<file path="config.mk">
export PLATFORM = sky130hd
export DESIGN_NAME = igba_back
export DESIGN_NICKNAME = d
export VERILOG_FILES = /design/src/rtl/core/igba_pkg.sv /design/src/rtl/core/igba_back.sv
export SDC_FILE = /design/constraint.sdc
export NUM_CORES = 2
export LEC_CHECK = 0
export ABC_AREA = 0
export ABC_CLOCK_PERIOD_IN_PS = 13600
export BUFFER_PORTS_ARGS = -buffer_cell sky130_fd_sc_hd__buf_4
export CAP_MARGIN = 10
export CELL_PAD_IN_SITES_DETAIL_PLACEMENT = 0
export CELL_PAD_IN_SITES_GLOBAL_PLACEMENT = 2
export CORE_MARGIN = 10
export CORE_UTILIZATION = 41
export DETAILED_ROUTE_END_ITERATION = 8
export PLACE_DENSITY = 0.86
export SYNTH_ARGS = -nofsm -noshare
export SYNTH_HDL_FRONTEND = slang
export SYNTH_SLANG_ARGS = --single-unit
</file>
<file path="constraint.sdc">
create_clock -name clk_i -period 13.6 [get_ports clk_i]
set_clock_uncertainty 0.05 [all_clocks]
set_input_delay 2.72 -clock clk_i [delete_from_list [all_inputs] [get_ports clk_i]]
set_output_delay 2.72 -clock clk_i [all_outputs]
set_load 0.005 [all_outputs]
</file>
<file path="src/rtl/core/igba_pkg.sv">
// Shared types and constants of the gyro bias auto-calibration block
`timescale 1ns / 1ps

package igba_pkg;

  localparam int unsigned AxisMax       = 3;
  localparam int unsigned AxisCountDef  = 3;
  localparam int unsigned CfgIndexWidth = 8;
  localparam int unsigned CfgDataWidth  = 32;

  localparam logic [31:0] FirstDtUs = 32'd1000;
  localparam logic [19:0] UsPerS    = 20'd1000000;

  localparam logic [15:0] AccelAlphaRst     = 16'd66;
  localparam logic [15:0] GyroAlphaRst      = 16'd131;
  localparam logic [31:0] AccelRateLimitRst = 32'd655360;
  localparam logic [31:0] SteadyPeriodRst   = 32'd1000000;
  localparam logic [30:0] GyroThresholdRst  = 31'd65536;

  typedef enum logic [CfgIndexWidth-1:0] {
    CfgAccelAlpha     = 8'd0,
    CfgGyroAlpha      = 8'd1,
    CfgAccelRateLimit = 8'd2,
    CfgSteadyPeriod   = 8'd3,
    CfgGyroThreshold  = 8'd4
  } cfg_idx_e;

  typedef struct packed {
    logic [15:0] accel_alpha;
    logic [15:0] gyro_alpha;
    logic [31:0] accel_rate_limit;
    logic [31:0] steady_period_us;
    logic [30:0] bias_trip;
  } cfg_t;

  // filter stage -> decision stage
  typedef struct packed {
    logic [AxisMax-1:0][32:0] delta_mag;  // |filtered accel change|
    logic [AxisMax-1:0][31:0] rate_old;   // gyro average before this sample
    logic [63:0]              allowed;    // rate limit * dt
    logic [31:0]              now;
  } mid_t;

endpackage

</file>
<file path="src/rtl/core/igba_back.sv">
// Decision stage: steadiness check, moving/steady machine, result register
`timescale 1ns / 1ps

module igba_back
  import igba_pkg::*;
#(
  parameter int unsigned AxisCount = AxisCountDef
) (
  input  logic                     clk_i,
  input  logic                     rst_ni,
  input  cfg_t                     cfg_i,
  input  logic                     mid_valid_i,
  input  mid_t                     mid_i,
  output logic                     take_o,
  output logic                     out_valid_o,
  input  logic                     out_ready_i,
  output logic                     is_steady_o,
  output logic                     write_offsets_o,
  output logic [AxisMax-1:0][31:0] correction_o
);

  logic                     steady_q, steady_d;
  logic [31:0]              start_q, start_d;
  logic                     out_valid_q;
  logic                     is_steady_q;
  logic                     write_q, write_d;
  logic [AxisMax-1:0][31:0] corr_q, corr_d;
  logic [AxisMax-1:0]       too_fast;
  logic [AxisMax-1:0]       over_thr;
  logic                     steady_now;
  logic [31:0]              elapsed;
  logic                     load;

  assign take_o          = !out_valid_q || out_ready_i;
  assign load            = take_o && mid_valid_i;
  assign out_valid_o     = out_valid_q;
  assign is_steady_o     = is_steady_q;
  assign write_offsets_o = write_q;
  assign correction_o    = corr_q;

  for (genvar g = 0; g < AxisMax; g++) begin : g_axis
    if (g < AxisCount) begin : g_on
      logic [52:0] scaled;
      logic [31:0] rate_neg, rate_mag;
      assign scaled      = 53'(mid_i.delta_mag[g]) * 53'(UsPerS);
      assign too_fast[g] = 64'(scaled) > mid_i.allowed;
      assign rate_neg    = -mid_i.rate_old[g];
      assign rate_mag    = mid_i.rate_old[g][31] ? rate_neg : mid_i.rate_old[g];
      assign over_thr[g] = rate_mag > {1'b0, cfg_i.bias_trip};
    end else begin : g_off
      assign too_fast[g] = 1'b0;
      assign over_thr[g] = 1'b0;
    end
  end

  always_comb begin
    steady_now = ~|too_fast;
    steady_d   = steady_q;
    start_d    = start_q;
    write_d    = 1'b0;
    corr_d     = '0;
    if (steady_now && !steady_q) begin
      steady_d = 1'b1;
      start_d  = mid_i.now;
    end else if (!steady_now && steady_q) begin
      steady_d = 1'b0;
    end
    elapsed = mid_i.now - start_d;
    if (steady_d && (elapsed > cfg_i.steady_period_us) && (|over_thr)) begin
      write_d  = 1'b1;
      corr_d   = mid_i.rate_old;
      steady_d = 1'b0;
    end
  end

  always_ff @(posedge clk_i or negedge rst_ni) begin
    if (!rst_ni) begin
      steady_q    <= 1'b0;
      start_q     <= '0;
      out_valid_q <= 1'b0;
    end else begin
      if (take_o) begin
        out_valid_q <= mid_valid_i;
      end
      if (load) begin
        steady_q <= steady_d;
        start_q  <= start_d;
      end
    end
  end

  always_ff @(posedge clk_i) begin
    if (load) begin
      is_steady_q <= steady_d;
      write_q     <= write_d;
      corr_q      <= corr_d;
    end
  end

endmodule

</file>
== Word-level counts from Yosys, hierarchy flattened ==
Index checks and enable logic that the tools add are counted.

* $add $sub $neg: 4
* Multipliers: 3
* $lt $le $gt $ge: 7
* Mux-type cells: 8
* Reductions and logical operators: 11

{| class="wikitable"
|+ Operators with widths
! cell !! number
|-
| $gt 53x64->1 || 3
|-
| $mul 33x14->47 const B || 3
|-
| $mux 32 || 4
|-
| $gt 32x31->1 || 3
|-
| $neg 32->32 || 3
|-
| $gt 32x32->1 || 1
|-
| $sub 32x32->32 || 1
|-
| $reduce_or 3->1 || 2
|-
| $logic_and 1x1->1 || 5
|-
| $mux 1 || 4
|-
| $logic_not 1->1 || 3
|-
| $logic_or 1x1->1 || 1
|}

* Register bits: 132
* Input bits: 422
* Output and inout bits: 100
* Word-level logic and storage cells: 41

== Longest topological paths before layout ==
* Depth in word-level cells: 11
* Gate-level depth with buffers: 60
* Depth with buffers taken out: 57

== Worst setup path before layout ==
Ideal clock, no wire load.

* Path kind: input port to flip-flop
* From: in mid_i[205] (netlist bit)
* To: reg corr_q (netlist bit correction_o[24]) (data pin)
* Setup time: 0.255 ns
* Data arrival time: 15.138 ns
* Data required time: 13.295 ns
* Setup slack: -1.842 ns
* Stages: 58
* Buffers on the path: 4
* Cells stage by stage: inv_1 fa_1 inv_1 fa_1 fa_1 fa_1 ha_1 inv_1 fa_1 inv_1 ha_1 a21o_1 a21o_1 a21o_1 a21o_1 a21o_1 a311o_1 a41o_1 (+22 left out) a31o_2 nor4b_1 o41a_1 xor2_1 ha_1 a21o_1 a21o_1 a21o_1 a21o_1 a21o_1 a21o_1 a21oi_1 o211ai_1 o211ai_1 a21oi_4 buf_6 buf_6 and2_1

* Word-level cells in the longest chain between the ends: 10
* Elaborated cells on any way between the ends: 13
* Classes of those cells: 1 x add/sub; 1 x mul; 2 x order compare; 3 x mux; 6 x reduce/logical

{| class="wikitable"
|+ RTL lines
! what !! line !! text
|-
| from (decl) || igba_back.sv:13 || <nowiki>input mid_t mid_i,</nowiki>
|-
| $mul 33x14->47 (*) || igba_back.sv:45 || <nowiki>assign scaled = 53'(mid_i.delta_mag[g]) * 53'(UsPerS);</nowiki>
|-
| $gt 53x64->1 (*) || igba_back.sv:46 || <nowiki>assign too_fast[g] = 64'(scaled) > mid_i.allowed;</nowiki>
|-
| $reduce_or 3->1 (*) || igba_back.sv:57 || <nowiki>steady_now = ~|too_fast;</nowiki>
|-
| $logic_not 1->1 || igba_back.sv:57 ||
|-
| $logic_and 1x1->1 || igba_back.sv:62 || <nowiki>if (steady_now && !steady_q) begin</nowiki>
|-
| $mux 32 || igba_back.sv:62 ||
|-
| $sub 32x32->32 || igba_back.sv:68 || <nowiki>elapsed = mid_i.now - start_d;</nowiki>
|-
| $gt 32x32->1 || igba_back.sv:69 || <nowiki>if (steady_d && (elapsed > cfg_i.steady_period_us) && (|over_thr)) begin</nowiki>
|-
| $logic_and 1x1->1 (*) (2 in series) || igba_back.sv:69 ||
|-
| to (signal assigned) || igba_back.sv:96 || <nowiki>corr_q <= corr_d;</nowiki>
|-
| to (decl) || igba_back.sv:27 || <nowiki>logic [AxisMax-1:0][31:0] corr_q, corr_d;</nowiki>
|}

Every way passes the cells marked *; elsewhere a longest branch is shown, timed or not.
A chain may end at the register's enable or synchronous reset.

== Worst setup path in the final report ==
* From: in mid_i[267] (netlist bit)
* To: reg corr_q (netlist bit correction_o[64]) (data pin)

The elaborated chain is that of the path after synthesis.

==> results.sh <==
export IMPL_synth_edff_count=98
export IMPL_synthArstFlopShare_pct=25.8
export IMPL_timing_rr_start="steady_q"
export IMPL_die_y_um=317
export IMPL_drc=0
export IMPL_area_growth_synth_to_final_pct=30.5
export IMPL_max_stage_delay_ns=0.58
export IMPL_post_route_period_util_pct=110
export IMPL_end_kind="register"
export IMPL_r2r_end="correction_o[64]"
export IMPL_path_class="in2reg"
export IMPL_cp_arrival_ns=15.14
export IMPL_place_ws_ns=-2.22
export IMPL_status="finished, violations left"
export IMPL_place_congestion=0.878
export IMPL_setup_viol=99
export IMPL_start_kind="input pin"
export IMPL_numClockSinks=132
export IMPL_ff2ff_setup_slack_ns=7.30
export IMPL_syn_instance_count=3850
export IMPL_start_util_pct=41.5
export IMPL_port_buffers=457
export IMPL_synth_cell_type_count=79
export IMPL_synth_seq_cells=132
export IMPL_syn_nets=5461
export IMPL_grt_start_max_net_pins=65
export IMPL_fp_dieW_um=317
export IMPL_fp_coreArea_mm2=0.0870
export IMPL_tns_ns=-128.71
export IMPL_hold_viol_final=0
export IMPL_whs_path_depth=1
export IMPL_crit_slowest_cell="fa_1"
export IMPL_avgViaCountPerCell=5.01
export IMPL_max_freq_mhz=66.7
export IMPL_syn_area_mm2=0.0361
export IMPL_drt_initial_drc_count=1460
export IMPL_hold_start="start_q[10]"
export IMPL_ys_warn_count=0
export IMPL_cts_clk_slew_worst_paths_ns=0.06
export IMPL_num_io_pins=522
export IMPL_dpl_hpwl_um=98700
export IMPL_drv_cap=0
export IMPL_finalNetCount=6563
export IMPL_rsz0062_at_grt="true"
export IMPL_fin_crit_ns=14.99
export IMPL_slew_headroom_pct=30.5
export IMPL_fin_ws_ns=-1.39
export IMPL_ys_seq_area_share_pct=10.5
export IMPL_synth_flop_cell="edfxtp_1"
export IMPL_clockRootBuffer="clkbuf_16"
export IMPL_htree_num_levels=4
export IMPL_dieArea_mm2=0.100
export IMPL_wl_um=108000
export IMPL_hold_end="start_q[10]"
export IMPL_wl_per_cell_um=17.7
export IMPL_grtUsageTotal_pct=21.6
export IMPL_grt_overflow_total=0
export IMPL_cp_data_required_time_ns=13.75
export IMPL_grt_antenna_before_repair=6
export IMPL_violations="setup timing"
export IMPL_drive_gt1_share_pct=26.4
export IMPL_cts_tree="done"
export IMPL_clock_path_buffers=2
export IMPL_cpMostUsedCell="a21o_1"
export IMPL_std_cell_rows=108
export IMPL_worstMarginPinSlew_ns=1.02
export IMPL_clock_latency_ns=0.44
export IMPL_drtAntennaViolNets=0
export IMPL_dr_total_vias=30696
export IMPL_grt_pass1_vias=32326
export IMPL_slew_viol_final=0
export IMPL_avgSynthCellArea_um2=9.38
export IMPL_numCtsBuffers=17
export IMPL_drt_first_pass_iters=7
export IMPL_postLayoutCoreUtil_pct=54.2
export IMPL_worstRegToRegCells=31
export IMPL_hp_class="reg2reg"
export IMPL_cp_max_fo=5
export IMPL_grt_pass1_wl_um=172000
==> metrics by stage <==
step	cells	cell area, um2	hold WS [ns]
after floorplan	3850	36400	0.407
after detailed placement	6072	46000	0.424
after global placement	6072	46000	0.416
final	6127	47200	0.435
after CTS	6111	46800	0.437
after global routing	6124	47100	0.449
==> cell families (layout without fill, tap and decap cells) <==
group	Yosys count	count (layout)	share of synthesized area, %
xor gates and xnor gates	235	235	5.70
DFF	132	132	10.5
buffers and inverters	783	1898	8.21
adders and majority gates	1189	1189	49.9
other	0	7	0
and+or+nand+nor	696	696	10.3
AOI/OAI and AO/OA	752	752	13.5
muxes	63	63	1.86
==> final cells by class <==
cell class | instances | area, um2
Fill cell | 8162 | 39900
Timing Repair Buffer | 1125 | 8580
Tap cell | 1155 | 1450
Sequential cell | 132 | 3790
Multi-Input combinational cell | 2935 | 29900
Clock buffer | 19 | 433
Antenna cell | 7 | 17.5
Inverter | 741 | 2800
Clock inverter | 13 | 158
==> registers in the layout, indices dropped and copies added (netlist names) <==
| signal | flops |
|---|---|
| write_offsets_o | 1 |
| is_steady_o | 1 |
| steady_q | 1 |
| start_q | 32 |
| correction_o | 96 |
| out_valid_o | 1 |
==> how the worst max path moves through the flow <==
| stage | from | slack [ns] | end | cells after the start |
|---|---|---|---|---|
| 4_1_cts | mid_i[197] | -1.35 | correction_o[62] | 61 |
| 5_1_grt | mid_i[206] | -1.94 | correction_o[60] | 62 |
| 3_3_place_gp | mid_i[199] | -2.11 | correction_o[83] | 60 |
| 6_report | mid_i[267] | -1.39 | correction_o[64] | 57 |
| 2_1_floorplan | mid_i[206] | -0.56 | correction_o[24] | 59 |
| 3_5_place_dp | mid_i[199] | -2.22 | correction_o[41] | 60 |
==> Yosys cell counts, types with 21 or more instances <==
| cell type | count | area, um2 |
|---|---|---|
| o31ai_1 | 32 | 240 |
| a211oi_1 | 21 | 158 |
| mux2i_1 | 30 | 300 |
| a21o_1 | 132 | 991 |
| and2_1 | 108 | 676 |
| nand3_1 | 43 | 215 |
| fa_1 | 421 | 8430 |
| edfxtp_1 | 98 | 2940 |
| o21bai_1 | 31 | 233 |
| and3_1 | 23 | 144 |
| nand2_1 | 144 | 541 |
| o21ai_0 | 145 | 726 |
| xor2_1 | 36 | 315 |
| nor2b_1 | 43 | 269 |
| nor2_1 | 100 | 375 |
| mux2_2 | 24 | 270 |
| o211ai_1 | 21 | 158 |
| nor3_1 | 40 | 200 |
| clkbuf_1 | 29 | 109 |
| dfrtp_1 | 34 | 851 |
| o21a_1 | 46 | 345 |
| ha_1 | 768 | 9610 |
| nand4_1 | 58 | 363 |
| xnor2_1 | 199 | 1740 |
| inv_1 | 741 | 2780 |
| nand2b_1 | 39 | 244 |
| a21oi_1 | 212 | 1060 |
==> critical path, delay by kind of cell <==
kind                     cells  cell delay [ns]
AO/OA/AOI/OAI               22             4.04
XOR/XNOR                     1             0.19
adder cells (fa/ha/maj)     10             3.99
buffers and inverters       12             1.50
multiplexers                 1             0.18
AND/OR/NAND/NOR             11             2.51
==> layout by cell type, fill, tap and decap left out, types with 58 or more instances in the layout <==
cell,Yosys,layout
buf_4,0,1110
ha_1,768,755
inv_1,741,729
fa_1,421,418
a21oi_1,212,199
xnor2_1,199,198
nand2_1,144,143
a21o_1,132,132
o21ai_0,145,128
nor2_1,100,98
edfxtp_1,98,98
and2_1,108,91
nand4_1,58,58
==> routing by layer <==
| layer | wire [um] | track usage, % | share of wire [%] | up-vias |
|---|---|---|---|---|
| met5 | 23 | 0 | 0.021 | - |
| met4 | 1550 | 3.71 | 1.4 | 4 |
| met3 | 5600 | 3.87 | 5.2 | 70 |
| met2 | 52000 | 36.6 | 48 | 532 |
| met1 | 49200 | 28.9 | 45 | 14731 |
| li1 | - | - | - | 15359 |
==> repair_timing <==
action | in CTS | in global routing
gates resized for setup | 48 | 57
setup endpoints to repair | 99 | 99
hold buffers | 0 | 0
cloned | 1 | 1
pin swaps | 33 | 39
setup buffers | 8 | 9
Power is left out: the tool's default activity adds up to more than one toggle a clock period on the data nets, which glitch-free logic cannot reach.
