`src/rtl/core/igba_pkg.sv`:
```
// Shared types and constants of the gyro bias auto-calibration block
`timescale 1ns / 1ps

package igba_pkg;

  localparam int unsigned AxisMax       = 3;
  localparam int unsigned AxisCountDef  = 3;
  localparam int unsigned CfgIndexWidth = 8;
  localparam int unsigned CfgDataWidth  = 32;

  localparam logic [31:0] FirstDtUs = 32'd1000;
  localparam logic [19:0] UsPerS    = 20'd1000000;

  localparam logic [15:0] AccelAlphaRst     = 16'd66;
  localparam logic [15:0] GyroAlphaRst      = 16'd131;
  localparam logic [31:0] AccelRateLimitRst = 32'd655360;
  localparam logic [31:0] SteadyPeriodRst   = 32'd1000000;
  localparam logic [30:0] GyroThresholdRst  = 31'd65536;

  typedef enum logic [CfgIndexWidth-1:0] {
    CfgAccelAlpha     = 8'd0,
    CfgGyroAlpha      = 8'd1,
    CfgAccelRateLimit = 8'd2,
    CfgSteadyPeriod   = 8'd3,
    CfgGyroThreshold  = 8'd4
  } cfg_idx_e;

  typedef struct packed {
    logic [15:0] accel_alpha;
    logic [15:0] gyro_alpha;
    logic [31:0] accel_rate_limit;
    logic [31:0] steady_period_us;
    logic [30:0] bias_trip;
  } cfg_t;

  // filter stage -> decision stage
  typedef struct packed {
    logic [AxisMax-1:0][32:0] delta_mag;  // |filtered accel change|
    logic [AxisMax-1:0][31:0] rate_old;   // gyro average before this sample
    logic [63:0]              allowed;    // rate limit * dt
    logic [31:0]              now;
  } mid_t;

endpackage

```
`src/rtl/core/igba_cfg.sv`:
```
// Configuration register file
`timescale 1ns / 1ps

module igba_cfg
  import igba_pkg::*;
(
  input  logic                     clk_i,
  input  logic                     rst_ni,
  input  logic                     cfg_valid_i,
  output logic                     cfg_ready_o,
  input  logic [CfgIndexWidth-1:0] cfg_index_i,
  input  logic [CfgDataWidth-1:0]  cfg_data_i,
  output cfg_t                     cfg_o
);

  cfg_t cfg_q;

  assign cfg_ready_o = 1'b1;
  assign cfg_o       = cfg_q;

  always_ff @(posedge clk_i or negedge rst_ni) begin
    if (!rst_ni) begin
      cfg_q.accel_alpha      <= AccelAlphaRst;
      cfg_q.gyro_alpha       <= GyroAlphaRst;
      cfg_q.accel_rate_limit <= AccelRateLimitRst;
      cfg_q.steady_period_us <= SteadyPeriodRst;
      cfg_q.bias_trip        <= GyroThresholdRst;
    end else if (cfg_valid_i) begin
      case (cfg_index_i)
        CfgAccelAlpha:     cfg_q.accel_alpha      <= cfg_data_i[15:0];
        CfgGyroAlpha:      cfg_q.gyro_alpha       <= cfg_data_i[15:0];
        CfgAccelRateLimit: cfg_q.accel_rate_limit <= cfg_data_i;
        CfgSteadyPeriod:   cfg_q.steady_period_us <= cfg_data_i;
        CfgGyroThreshold:  cfg_q.bias_trip        <= cfg_data_i[30:0];
        default: ;
      endcase
    end
  end

endmodule

```
`config.mk`:
```
export PLATFORM = sky130hd
export DESIGN_NAME = igba_cfg
export DESIGN_NICKNAME = d
export VERILOG_FILES = /design/src/rtl/core/igba_pkg.sv /design/src/rtl/core/igba_cfg.sv
export SDC_FILE = /design/constraint.sdc
export NUM_CORES = 1
export LEC_CHECK = 0
export ABC_AREA = 1
export BUFFER_PORTS_ARGS = -buffer_cell sky130_fd_sc_hd__buf_2
export CAP_MARGIN = 20
export CORE_ASPECT_RATIO = 1.75
export CORE_UTILIZATION = 54
export CTS_CLUSTER_SIZE = 24
export DETAILED_ROUTE_END_ITERATION = 10
export GPL_TIMING_DRIVEN = 1
export HOLD_SLACK_MARGIN = 0.03
export PLACE_DENSITY_LB_ADDON = 0.05
export SETUP_SLACK_MARGIN = 0.4
export SLEW_MARGIN = 20
export SYNTH_ARGS = -nofsm -noshare
export SYNTH_HDL_FRONTEND = slang
export SYNTH_SLANG_ARGS = --single-unit
```
`constraint.sdc`:
```
create_clock -name clk_i -period 1.6 [get_ports clk_i]
set_input_delay 0.32 -clock clk_i [delete_from_list [all_inputs] [get_ports clk_i]]
set_output_delay 0.32 -clock clk_i [all_outputs]
set_load 0.01 [all_outputs]
```
# --- Yosys cells after proc, flatten, opt, wreduce, memory -nomap -nowiden ---
# Cells that the tools add are included.
# Widths: inputs -> output; s select.
word_totals:
  regBits: 127
  inputBits: 43
  output_inout_bits: 128
  word_cells: 15
op_classes:
  n_eq_ne: 4
  n_reduce_logical: 6
ops:
  columns: ["operator", "n"]
  rows:
  - ["$eq 8x2->1 const B", 2]
  - ["$reduce_and 2->1", 5]
  - ["$eq 8x1->1 const B", 1]
  - ["$eq 8x3->1 const B", 1]
  - ["$logic_not 8->1", 1]

# --- Logic depth before layout (Yosys ltp) ---
# Gate-level depths: netlist (run 1).
depth:
  depth_word: 2
  depth_mapped: 7

# --- Worst setup path after synthesis (run 1) ---
# OpenSTA, ideal clock, no wires.
synth_path:
  path_kind: "in2reg"
  start: "in cfg_index_i[5]"
  end: "reg cfg_q, in the netlist cfg_o[51]"
  arrival_ps: 1082
  required_time_ps: 1535
  path_slack_ps: 453
  stages: 6
  n_path_buf: 1
  path_cell_list: "nor2_2 > nand2_1 > nor2_8 > buf_4 > nand3_1 > nand2_1"
synth_via:
  elab_chain_len: 2
synth_rtl:
  columns: ["item", "line", "source"]
  rows:
  - ["from (decl)", "igba_cfg.sv:11", "input logic [CfgIndexWidth-1:0] cfg_index_i,"]
  - ["$eq 8x2->1", "igba_cfg.sv:29", "case (cfg_index_i)"]
  - ["$reduce_and 2->1 (no source line)", null, null]
  - ["to (decl)", "igba_cfg.sv:16", "cfg_t cfg_q;"]
# No other way between the ends.
# A chain may end at the register's enable or synchronous reset.

# --- Worst setup path after layout (run 1) ---
layout_path:
  start: "reg cfg_q, in the netlist cfg_o[40]"
  end: "out cfg_o[40] (netlist name)"
layout_rtl:
  columns: ["item", "line", "source"]
  rows:
  - ["to (decl)", "igba_cfg.sv:13", "output cfg_t cfg_o"]
# No word-level cell between the ends.

==> impl_metrics.ini, run 1 <==
[outcome]
status = finished clean

[finish]
final_cells = 961
fillCellCount = 654
nets = 869
antenna_cells = 0
area_growth_pct = 44.6
final_cell_mix = nand2_1 (290), buf_2 (136), dfrtp_1 (112)
drive_gt1_share_pct = 39.1
postLayoutCoreUtil_pct = 80.4
largest_reg_flops = 127
finalInstanceArea_um2 = 7610
final_common_cell = nand2_1

[route]
via_count = 4945
drc = 0
wl_per_cell_um = 15.8
first_pass_iters = 5
vias_per_cell = 5.15
ant_nets = 0
wirelength_um = 15100
drtIter0Drc = 250

[job]
cap_violations = 0

[cts]
clockBufferDepth = 2
worst_skew_pair.late_latency_ns = 0.41
cts-root-buf = clkbuf_16
cts_buffers = 17
path_clk_slew_ns = 0.05
ctsHtreeMaxLevel = 4
cts_sinks = 127
tritoncts = done

[sta]
fin_crit_sh_pct = 86.4
layout_setup_ws_ns = 0.217
hold_viol = 0
max_freq_ghz = 0.723
report.final.slew_viol_count = 0
rsz0062_at_grt = yes
finalClockSkew_ns = 0
setup_viol = 0
holdWs_ns = 0.145
tns_ns = 0
min_period_ns = 1.38

[global_routing]
grt_pass1_wl_um = 24000
grtUsageTotal_pct = 31.0
gr-total-overflow = 0
antenna_found_initial = 0
grt_max_degree = 35
grt_pass1_vias = 4773

[pwr]
swShare_pct = 22.7
power_density_nw_per_um2 = 1080
p_seq_share_pct = 42.1
power.combinational.fraction_pct = 10.2
total_power_mw = 8.25
power.internal_mw = 6.38
p_leak_nw = 4.56
peakVddDrop_mv = 0.847
netSwitchingPower_mw = 1.87
clkPwrFrac_pct = 47.6

[place]
dpl_cell_area_um2 = 6250
place_hpwl_um = 9850
gp_congestion = 0.838
io_buffers = 169
dpl.cell_count = 855
pre_cts_slack_ns = 0.134

[synthesis]
mappedNetlistNets = 616
synth_cell_types = 18
syn_area_per_cell_um2 = 9.19
yosysWarnings = 0
yosysSeqAreaShare_pct = 60.7
ys_ff_latch = 127
syn_inst = 573
syn_area_um2 = 5260

[die]
die_area_um2 = 10200
num_rows = 47
core_area_um2 = 9470
fp.dieW_um = 76.6
ioPinCount = 171
start_util_pct = 55.6
dieHeight_um = 133

[critical_path]
endpoint_kind = output port
r2r_cells = 4
critPathTopFamily = flip-flops
cp.arrival_ns = 1.06
crit_path_cell_trace = buf_6
cp_slowest_stage_delay_ns = 0.55
required_ns = 1.28
cp_max_fo = 2
crit_path_top_delay_cell = dfstp_2
path_buf_inv = 1
crit_type = flop to output port
cp-start-kind = flop
worstSetupPathDepth = 1

[worst_hold_path]
worstHoldPathType = input port to flop
hold_path_depth = 3
synthesized netlist by cell type, drive strengths merged:
master | count | share of area, %
nand3 | 87 | 9.2
dfstp | 15 | 7.5
dfrtp | 112 | 53
nor2 | 11 | 2.2
clkbuf | 2 | 0.14
o21ai | 16 | 1.5
conb | 1 | 0.071
nand2 | 290 | 21
buf | 30 | 4.8
inv | 9 | 0.64
power by group through the flow:
stage / clock [mW] / combinational (mW) / sequential [mW]
floorplan: 0 / 0.186 / 3.59
global placement: 0 / 0.656 / 3.51
detailed placement: 0 / 0.671 / 3.51
CTS: 3.97 / 0.781 / 3.47
global route: 4.08 / 0.922 / 3.49
finish: 3.93 / 0.845 / 3.47
final cells by class:
type / instances / area, um2 / area share, %
tap: 122 / 153 / 2.01
timing repair buffer: 266 / 1850 / 24.4
clock buffer: 26 / 499 / 6.56
inverter: 9 / 33.8 / 0.444
multi-input combinational: 405 / 1770 / 23.3
clock inverter: 6 / 105 / 1.38
sequential: 127 / 3200 / 42.0
what timing repair did:
item                                   4_1_cts  5_1_grt
setup buffers                               41       32
resized for setup                           29        7
hold buffers                                 1        0
endpoints found under the hold margin       19        0
setup endpoints to repair                  127      127
cell families (layout without fill, tap and decap cells):
kind of cell	after synthesis	after routing	synth area share, %
AND/OR/NAND/NOR	388	388	32.0
AO/OA/AOI/OAI	16	16	1.52
buffers and inverters	41	307	5.63
other	1	1	0.0712
flip-flops	127	127	60.7
metal layers:
layer	share of wire [%]	vias up	GRT usage, %
met2	54	199	54.6
met1	38	2406	36.0
met5	0	-	0
met3	5.7	33	7.17
met4	2.6	0	12.8
li1	-	2307	-
path summary, 6_finish.rpt:
kind | startpoint | end | slack (ns)
max in group asynchronous | rst_ni | cfg_o[45] | 0.61
min in group asynchronous | rst_ni | cfg_o[84] | 0.40
hold reg to reg | cfg_o[23] | cfg_o[23] | 0.46
setup reg to reg | cfg_o[126] | cfg_o[126] | 0.69
setup / recovery | cfg_o[40] | cfg_o[40] | 0.22
hold / removal | cfg_data_i[16] | cfg_o[16] | 0.14
Note: power is estimated with default switching activity, not from simulation.
==> run 2, diff against run 1 <==
--- a/config.mk
+++ b/config.mk
@@ -5,11 +5,10 @@
 export SDC_FILE = /design/constraint.sdc
 export NUM_CORES = 1
 export LEC_CHECK = 0
-export ABC_AREA = 1
 export BUFFER_PORTS_ARGS = -buffer_cell sky130_fd_sc_hd__buf_2
 export CAP_MARGIN = 20
 export CORE_ASPECT_RATIO = 1.75
-export CORE_UTILIZATION = 54
+export CORE_UTILIZATION = 49
 export CTS_CLUSTER_SIZE = 24
 export DETAILED_ROUTE_END_ITERATION = 10
 export GPL_TIMING_DRIVEN = 1
==> constraint.sdc (replaced) <==
create_clock -name clk_i -period 1.5 [get_ports clk_i]
set_input_delay 0.3 -clock clk_i [delete_from_list [all_inputs] [get_ports clk_i]]
set_output_delay 0.3 -clock clk_i [all_outputs]
set_load 0.01 [all_outputs]
==> impl_metrics.ini, run 2 <==
[pwr]
p_seq_share_pct = 43.3
swShare_pct = 22.1
power_density_nw_per_um2 = 1140
peakVddDrop_mv = 0.915
clkPwrFrac_pct = 47.6
power.combinational.fraction_pct = 9.1
netSwitchingPower_mw = 1.89
p_leak_nw = 4.13
power.internal_mw = 6.66

[sta]
min_period_ns = 1.43
finalClockSkew_ns = 0
tns_ns = 0
fin_crit_sh_pct = 95.6
hold_viol = 0
report.final.slew_viol_count = 0
setup_viol = 0
rsz0062_at_grt = yes
max_freq_ghz = 0.697
holdWs_ns = 0.155

[critical_path]
path_buf_inv = 5
reg2reg_to = cfg_o[109]
crit_path_start = cfg_index_i[5]
required_ns = 1.79
critPathTopFamily = buffers and inverters
r2r-start = cfg_o[109]
crit_type = input port to flop
reg2reg_slack_ns = 0.48
endpoint = cfg_o[30]
cp-start-kind = input port
cp.arrival_ns = 1.72
endpoint_kind = flop
cp_slowest_stage_delay_ns = 0.30
crit_path_top_delay_cell = nor4_4
cp_common_cell = buf_6
crit_path_cell_trace = buf_6 > nor4_4 > buf_4 > buf_6 > nand4_1 > buf_6 > clkbuf_16 > mux2_2
worstSetupPathDepth = 8
r2r_cells = 3
cp_max_fo = 6

[route]
wirelength_um = 13200
via_count = 3307
ant_nets = 0
first_pass_iters = 4
vias_per_cell = 5.13
drc = 0
drtIter0Drc = 113
wl_per_cell_um = 20.5

[synthesis]
syn_inst = 277
synth_cell_types = 15
yosysSeqAreaShare_pct = 66.8
yosysTopAreaCellShare_pct = 58.6
syn_area_per_cell_um2 = 17.3
synth_enable_flop_cells = 0
synth_most_common_cell = mux2_2
ys_async_sr_fraction_pct = 100
synth_area_leaders = dfrtp_1 (59%), mux2_2 (30%), dfstp_2 (8.2%), buf_2 (1.2%), nor4_4 (0.44%)
mappedNetlistNets = 320
yosysWarnings = 0
ys_ff_latch = 127
synth_top_area_cell = dfrtp_1
synth_ff_type = dfrtp_1
yosys-top-cells-count = mux2_2 (127), dfrtp_1 (112), dfstp_2 (15)
syn_area_um2 = 4780

[cts]
clockBufferDepth = 2
cts-root-buf = clkbuf_16
path_clk_slew_ns = 0.06
worst_skew_pair.late_latency_ns = 0.41
tritoncts = done
cts_sinks = 127
cts_buffers = 17
ctsHtreeMaxLevel = 4

[finish]
drive_gt1_share_pct = 77.1
final_common_cell = buf_2
antenna_cells = 0
largest_reg_flops = 127
final_cell_mix = buf_2 (117), dfrtp_1 (112), mux2_2 (110)
area_growth_pct = 56.4
nets = 553

[die]
num_rows = 47
ioPinCount = 171
dieHeight_um = 133
fp.dieW_um = 76.7
start_util_pct = 50.5
die_area_um2 = 10200
core_area_um2 = 9470

[place]
place_hpwl_um = 7360
io_buffers = 169
gp_congestion = 0.768

[global_routing]
grt_max_degree = 38
gr-total-overflow = 0
grt_pass1_vias = 3495
grtUsageTotal_pct = 25.5
antenna_found_initial = 0
grt_pass1_wl_um = 19100

[job]
cap_violations = 0

[worst_hold_path]
hold_start = cfg_data_i[21]
worstHoldPathType = input port to flop

[outcome]
status = finished clean
==> run 2: final cells by class <==
| class | instances | area [um2] |
|---|---|---|
| clock buffers | 19 | 443 |
| well taps | 122 | 153 |
| fillers | 554 | 1990 |
| clock inverters | 13 | 146 |
| multi-input cells | 137 | 1590 |
| repair buffers | 227 | 1950 |
| flip-flops and latches | 127 | 3200 |
==> run 2: kinds of logic after synthesis <==
| kind of cell | count (synthesis) | synth area share (%) |
|---|---|---|
| other cells | 1 | 0.0784 |
| mux | 127 | 29.9 |
| buf+inv | 13 | 1.54 |
| simple gates | 9 | 1.67 |
| flops | 127 | 66.8 |
==> run 2: how the worst min path moves through the flow <==
stage / end / depth (start not counted) / slack, ns
6_report: cfg_o[52] / 2 / 0.16
5_1_grt: cfg_o[22] / 2 / 0.14
4_1_cts: cfg_o[94] / 2 / 0.14
3_5_place_dp: cfg_o[124] / 1 / 0.26
3_3_place_gp: cfg_o[124] / 1 / 0.26
2_1_floorplan: cfg_o[0] / 0 / 0.004
==> run 2: per-layer routing <==
layer | wire length (um) | vias to the layer above | GRT usage, %
met5 | 0 | - | 0
met4 | 277 | 0 | 9.83
li1 | - | 1453 | -
met2 | 7080 | 136 | 42.8
met1 | 5200 | 1696 | 31.4
met3 | 686 | 22 | 6.28
==> run 2: metrics by stage <==
step / cells / setup slack, ns / util [%] / power [mW] / instance area, um2
after floorplan: 277 / -0.0707 / - / 3.99 / 4900
after global placement: 570 / -0.139 / 62.7 / 4.36 / 5940
after detailed placement: 570 / -0.171 / 62.7 / 4.38 / 5940
after CTS: 628 / 0.131 / 75.4 / 8.55 / 7140
after global routing: 645 / 0.0114 / 79.0 / 8.84 / 7480
final: 645 / 0.0659 / 79.0 / 8.56 / 7480
==> run 2: power by group through the flow <==
stage	clock network (mW)	registers (mW)	logic, mW
2_1_floorplan	0	3.82	0.165
3_3_place_gp	0	3.74	0.624
3_5_place_dp	0	3.74	0.638
4_1_cts	4.13	3.70	0.725
5_1_grt	4.28	3.72	0.833
6_report	4.07	3.71	0.776
==> run 2: what timing repair did <==
item	CTS	global route
endpoints found under the setup margin	238	254
pin swaps	1	1
setup buffers	18	13
cloned	7	4
hold endpoints to repair	18	0
hold buffers	1	0
resized for setup	62	28
==> run 3, diff against run 2 <==
--- a/config.mk
+++ b/config.mk
@@ -7,7 +7,6 @@
 export LEC_CHECK = 0
 export BUFFER_PORTS_ARGS = -buffer_cell sky130_fd_sc_hd__buf_2
 export CAP_MARGIN = 20
-export CORE_ASPECT_RATIO = 1.75
 export CORE_UTILIZATION = 49
 export CTS_CLUSTER_SIZE = 24
 export DETAILED_ROUTE_END_ITERATION = 10
==> impl_metrics.ini, run 3 (synthesis gave the netlist of run 2 again) <==
[global_routing]
grtUsageTotal_pct = 24.2
use_met2_pct = 40.1
met3_usage_pct = 6.59
gr-total-overflow = 0
grt-busiest-layer = met2
antenna_found_initial = 0
use_met1_pct = 29.9
grt_max_degree = 46
grt_pass1_wl_um = 17900
grt_pass1_vias = 3293

[cts]
ctsHtreeMaxLevel = 4
cts_buffers = 17
worst_skew_pair.late_latency_ns = 0.50
tritoncts = done
path_clk_slew_ns = 0.06
cts_sinks = 127
cts-root-buf = clkbuf_8
clockBufferDepth = 2

[place]
dpl_cell_area_um2 = 5940
place_hpwl_um = 7160
dpl.cell_count = 579
gp_congestion = 0.810
io_buffers = 169

[route]
wirelength_um = 13000
vias_per_cell = 5.04
wl_per_cell_um = 19.7
via_count = 3325
drc = 0
first_pass_iters = 4
drtIter0Drc = 71
ant_nets = 0

[critical_path]
cp_max_fo = 2
reg2reg_to = cfg_o[122]
r2r-start = cfg_o[122]
critPathTopFamily = flip-flops
cp_slowest_stage_delay_ns = 0.55
crit_path_cell_trace = buf_6
worstSetupPathDepth = 1
required_ns = 1.20
reg2reg_slack_ns = 0.47
cp.arrival_ns = 1.16
r2r_cells = 3
crit_type = flop to output port
endpoint_kind = output port
path_buf_inv = 1
crit_path_top_delay_cell = dfstp_2
cp-start-kind = flop

[finish]
final_common_cell = buf_2
antenna_cells = 0
finalInstanceArea_um2 = 7530
final_cells = 660
fillCellCount = 553
area_growth_pct = 57.3
nets = 561
largest_reg_flops = 127
drive_gt1_share_pct = 76.8
final_cell_mix = buf_2 (124), dfrtp_1 (112), mux2_2 (110)

[die]
ioPinCount = 171
dieHeight_um = 101
die_area_um2 = 10200
core_area_um2 = 9330
num_rows = 35
fp.dieW_um = 101
start_util_pct = 51.3

[pwr]
p_leak_nw = 4.15
power_density_nw_per_um2 = 1140
total_power_mw = 8.55
peakVddDrop_mv = 0.866

[job]
cap_violations = 0

[outcome]
status = finished clean

[sta]
max_freq_ghz = 0.686
finalClockSkew_ns = 0
rsz0062_at_grt = yes
setup_viol = 0
report.final.slew_viol_count = 0
min_period_ns = 1.46
tns_ns = 0
fin_crit_sh_pct = 97.2
hold_viol = 0

[worst_hold_path]
hold_start = cfg_data_i[16]
hold_path_end = cfg_o[79]
worstHoldPathType = input port to flop
hold_path_depth = 2
==> run 3: cell count changes in the layout (fill, tap and decap cells not counted), sizes merged <==
cell         previous run  this run
clkbuf                 22        27
clkinv                  9         6
clkinvlp                1         4
dlygate4sd3             1         4
==> run 3: metrics by stage <==
step                      setup slack, ns  hold slack (ns)  utilization [%]
after global routing               0.0149           0.0385             80.7
after detailed placement           -0.229            0.251             63.6
final                              0.0413           0.0513             80.7
after floorplan                   -0.0707          0.00441                -
after global placement             -0.199            0.247             63.6
after CTS                          0.0346           0.0318             75.8
==> run 3: worst max path at each step <==
stage                    from    endpoint  slack [ns]
6_report           cfg_o[102]  cfg_o[102]        0.04
5_1_grt             cfg_o[95]   cfg_o[95]        0.01
4_1_cts             cfg_o[82]   cfg_o[82]        0.03
3_5_place_dp   cfg_index_i[6]   cfg_o[97]       -0.23
3_3_place_gp   cfg_index_i[6]   cfg_o[97]       -0.20
2_1_floorplan  cfg_index_i[6]  cfg_o[100]       -0.07
==> run 3: routing by layer <==
layer / part of all wire [%] / wire length [um]
met1: 41 / 5320
met2: 52 / 6740
met3: 5.4 / 696
met4: 1.7 / 217
met5: 0 / 0
==> run 3: repair_timing <==
| item | CTS | global route |
|---|---|---|
| hold endpoints to repair | 25 | 0 |
| hold buffers | 4 | 0 |
| pin swaps | 3 | 5 |
| gates resized for setup | 50 | 33 |
| setup endpoints to repair | 208 | 254 |
| gates cloned | 4 | 10 |
| buffers inserted | 20 | 11 |
==> run 3: where the power goes <==
part / switching [mW] / leakage, nW / internal, mW
Sequential: 0.0935 / 1.70 / 3.61
Clock: 1.51 / 0.280 / 2.58
Combinational: 0.347 / 2.17 / 0.416
Total: 1.95 / 4.15 / 6.60
==> run 3: final cells by class <==
type	instances	area (um2)	area share, %
tap	129	161	2.14
clock inverter	13	165	2.19
timing repair buffer	235	1980	26.3
sequential	127	3200	42.5
multi-input combinational	137	1590	21.1
clock buffer	19	432	5.73
